### src/sv/rnr_ram.sv
`default_nettype none
module rnr_ram #(
    parameter int WIDTH = 16,
    parameter int DEPTH = 64
) (
    input  wire logic                     aclk,
    input  wire logic                     wr_en,
    input  wire logic [$clog2(DEPTH)-1:0] wr_addr,
    input  wire logic [WIDTH-1:0]         wr_data,
    input  wire logic [$clog2(DEPTH)-1:0] rd_addr,
    output logic      [WIDTH-1:0]         rd_data
);
    logic [WIDTH-1:0] mem [DEPTH];

    always_ff @(posedge aclk) begin
        if (wr_en) begin
            mem[wr_addr] <= wr_data;
        end
        rd_data <= mem[rd_addr];
    end
endmodule
`default_nettype wire

### config.mk
export PLATFORM = sky130hd
export DESIGN_NAME = rnr_ram
export DESIGN_NICKNAME = d
export VERILOG_FILES = /design/src/sv/rnr_ram.sv
export SDC_FILE = /design/constraint.sdc
export NUM_CORES = 1
export LEC_CHECK = 0
export BUFFER_PORTS_ARGS = -buffer_cell sky130_fd_sc_hd__buf_2
export CAP_MARGIN = 5
export CORE_MARGIN = 3
export CORE_UTILIZATION = 31
export DETAILED_ROUTE_END_ITERATION = 8
export HOLD_SLACK_MARGIN = 0.05
export PLACE_DENSITY = 0.45
export SYNTH_ARGS = -nofsm -noshare
export SYNTH_HDL_FRONTEND = slang
export SYNTH_SLANG_ARGS = --single-unit
### constraint.sdc
create_clock -name aclk -period 2.9 [get_ports aclk]
set_input_delay 0.58 -clock aclk [delete_from_list [all_inputs] [get_ports aclk]]
set_output_delay 0.58 -clock aclk [all_outputs]
set_load 0.02 [all_outputs]
# Word level (Yosys, flattened, before mapping)
# Memories as Yosys holds them, arrays and structs flattened. A register that Yosys moved wholly into a read port is not among the register bits.
# Index checks and enable logic that the tools add are counted.
# Widths: inputs -> output; s select.
# word_totals
mem_bits_rw,1024
output_inout_bits,16
mem_count,1
reg_bits,0
wordCells,3
# mem_list
memory,words,width,rd,rd_ports_with_merged_regs,wr,line,text
mem,64,16,1,1,1,13,logic [WIDTH-1:0] mem [DEPTH];
# op_classes
n_mux,2
# op_table
op,n
$mux 1,2

# Depth between registers and ports, before layout
# logic_depth
depth_word,2
ltp_mapped,10
depth_no_buf,5

# Worst setup path before layout
# OpenSTA, ideal clock, no wires.
# synth_path
path_type,input port to flip-flop
from,input wr_addr[3]
to,"memory mem[48][0], enable pin"
t_arrival_ps,2206
path_slack_ps,285
path_stages,4
n_path_buf,1
setup_time_ps,409
cell_sequence,clkbuf_1 nor2b_1 nand4b_1 nor3_1
# synth_rtl
item,line,text
start: declaration,8,"input wire logic [$clog2(DEPTH)-1:0] wr_addr,"
end: declaration,13,
# No word-level cell before the write port.

==> flow_summary.ini <==
[cts]
clkLatencyLatePin_ns = 0.71
cts_buffer_depth = 3
clock_sinks = 1040
numCtsBuffers = 110
cts_tree = done
ctsHoldBuffers = 0
htreeDepth = 3
path_clk_slew_ns = 0.06
root_buffer = clkbuf_16
postCtsSetupRepairBufs = 0
cts_resized = 0

[logic_synthesis]
synth_top_family_by_area = multiplexers
synthSimpleGateAreaFrac = 0.0265
synth_ff_type = edfxtp_1
netlist_instances = 1829
synthTopCellsByArea = edfxtp_1 77%, mux4_2 12%, mux2i_1 2.1%, dfxtp_1 0.80%, mux2_2 0.76%
synth-xor-area-share = 0
yosys.cell_types.count = 43
syn_avg_cell_area_um2 = 21.9
ys_ff_latch = 1040
synth_compound_area_frac = 0.0241
synthAdderAreaFrac = 0
synthMuxAreaShare = 0.155
synth_enable_flop_cells = 1024
yosys.area.top_type_share = 0.768
yosysWarnings = 0
synth.most_common_cell = edfxtp_1
seq_area_frac_synth = 0.776
yosys-top-cells-count = 1,024 x edfxtp_1, 220 x mux4_2, 85 x mux2i_1
async_flop_share = 0
syn_nets = 1859
yosysTopAreaCell = edfxtp_1
netlist_area_mm2 = 0.0400

[grt]
grt_use_met2 = 0.257
grt_max_degree = 61
grt-busiest-layer = met2
met1_usage = 0.234
grt_pass1_vias = 20325
grt_overflow_total = 0
grt_util_met3 = 0.0356
grt_pass1_wl_mm = 156
antenna_found_initial = 19
grt_usage = 0.165

[power]
switching_share = 0.217
p_leak_nw = 15.1
internal-power_mw = 25.1
power.density_mw_per_mm2 = 680
power_switching_mw = 6.95
ir_worst_vdd_v = 0.000477
p_comb_frac = 0.056
power.share.sequential = 0.520
pwr-share-clk = 0.424
p_total_mw = 32.1

[layout]
nets = 2138
area_delta_synth_final_pct = 17.8
multi_input_area_mm2 = 0.00825
stdcell_count = 3864
fillCellCount = 11689
drive_gt1_frac = 0.305
seqCellArea_mm2 = 0.0311

[sta]
finalHoldViolations = 0
fmax_mhz = 432
rsz0062_at_grt = false
setup_violations = 0
layout_min_cycle_time_ns = 2.31
worstMarginPinSlew_ns = 0.902
maxSlewHeadroom = 0.398
setup_slack_ns = 0.587
period_share = 0.798
skew_ns = 0.0223
drv_slew = 0

[setup_path]
slowest_delay_ns = 0.57
critPathTopFamily = multiplexers
crit_chain = buf_8 -> buf_4 -> buf_4 -> mux4_2 -> mux2_2 -> nand2_1 -> nand4_1 -> and4_1
worstPathMaxFanout = 14
arrival_ns = 2.91
required_ns = 3.49
critPathLaunchType = primary input
rrSetupSlack_ns = 0.80
cp_common_cell = buf_4
cpMaxStageDelayCell = mux4_2
worstPathBufferInverterCount = 3
worstSetupPathType = in2reg
endpoint_kind = flop

[detailed_routing]
drc = 0
first_pass_iters = 6
vias = 19759
post_drt_via_cell_ratio = 5.11
wl_per_cell_um = 28.3
wl_mm = 109
drt-initial-drc-count = 1940
postRouteAntennaNets = 0

[floorplan]
die_h_um = 365
dieArea_mm2 = 0.134
coreArea_mm2 = 0.128
ios = 46
fp-row-count = 131
fp.dieW_um = 365
initial_core_util = 0.313

[flow_run]
drv_cap = 0

[hold_path]
hold_class = in2reg

[place]
hpwl_mm = 69.4
dp.cells = 3658
portBuffers = 45
pre_cts_ws_ns = -0.0929
gp_congestion = 0.792

[run_status]
status = completed
==> path summary, 6_finish.rpt <==
kind / startpoint / to / depth (start not counted)
min reg2reg: mem[19][10]$_DFFE_PP_ / rd_data[10]$_DFF_P_ / 4
max: rd_addr[0] / rd_data[14]$_DFF_P_ / 8
max reg2reg: mem[16][3]$_DFFE_PP_ / rd_data[3]$_DFF_P_ / 7
min: wr_data[2] / mem[26][2]$_DFFE_PP_ / 1
==> cell families (layout without fill, tap and decap cells) <==
family,Yosys count,in the layout
flops,1040,1040
buf+inv,104,472
mux,336,336
simple gates,220,220
compound gates,129,129
other cells,0,5
==> area by class of cell <==
type | instances | area share
clock inverter | 63 | 0.0120
antenna | 5 | 0.000265
timing repair buffer | 271 | 0.0492
multi-input combinational | 685 | 0.175
clock buffer | 138 | 0.0610
sequential | 1040 | 0.659
tap | 1662 | 0.0441
==> state kept, by name (all words and copies together), names as in the netlist <==
register and count:
mem 1024, rd_data 16
==> routing by layer <==
metal | share of wire | wire [um] | up-vias
met2 | 0.46 | 50400 | 625
met4 | 0.026 | 2850 | 6
met3 | 0.065 | 7110 | 158
met1 | 0.45 | 49000 | 10708
li1 | - | - | 8262
met5 | 0.00042 | 46 | -
==> metrics by stage <==
stage | cell area, um2 | setup TNS, ns | hold WS (ns) | util
floorplan | 40000 | 0 | 0.679 | -
CTS | 47200 | 0 | 0.139 | 0.369
finish | 47200 | 0 | 0.191 | 0.369
global route | 47200 | 0 | 0.164 | 0.369
detailed placement | 43700 | -0.272 | 0.881 | 0.342
global placement | 43700 | -0.314 | 0.867 | 0.342
==> power by group through the flow <==
stage | Sequential, mW | Combinational (mW) | Clock (mW)
after floorplan | 17.0 | 0.861 | 0
after global placement | 17.0 | 1.82 | 0
after detailed placement | 17.0 | 1.84 | 0
after CTS | 16.7 | 1.84 | 13.9
after global routing | 16.7 | 1.92 | 14.6
final | 16.7 | 1.80 | 13.6
==> layout by cell type, fill, tap and decap left out, types with 8 or more instances in the layout <==
master and count:
a211o_1 8, a211oi_1 8, a21oi_1 17, a221oi_1 16, a22oi_1 39, a311oi_1 8
a31oi_1 8, buf_12 30, buf_2 42, buf_4 196, bufinv_16 9, clkbuf_1 27
clkbuf_16 111, clkinv_1 30, clkinv_2 16, dfxtp_1 16, edfxtp_1 1024, mux2_2 27
mux2i_1 85, mux4_2 220, nand2_1 59, nand3_1 24, nand4_1 12, nor2_1 72
nor2b_1 30
(Power assumes the default switching activity.)
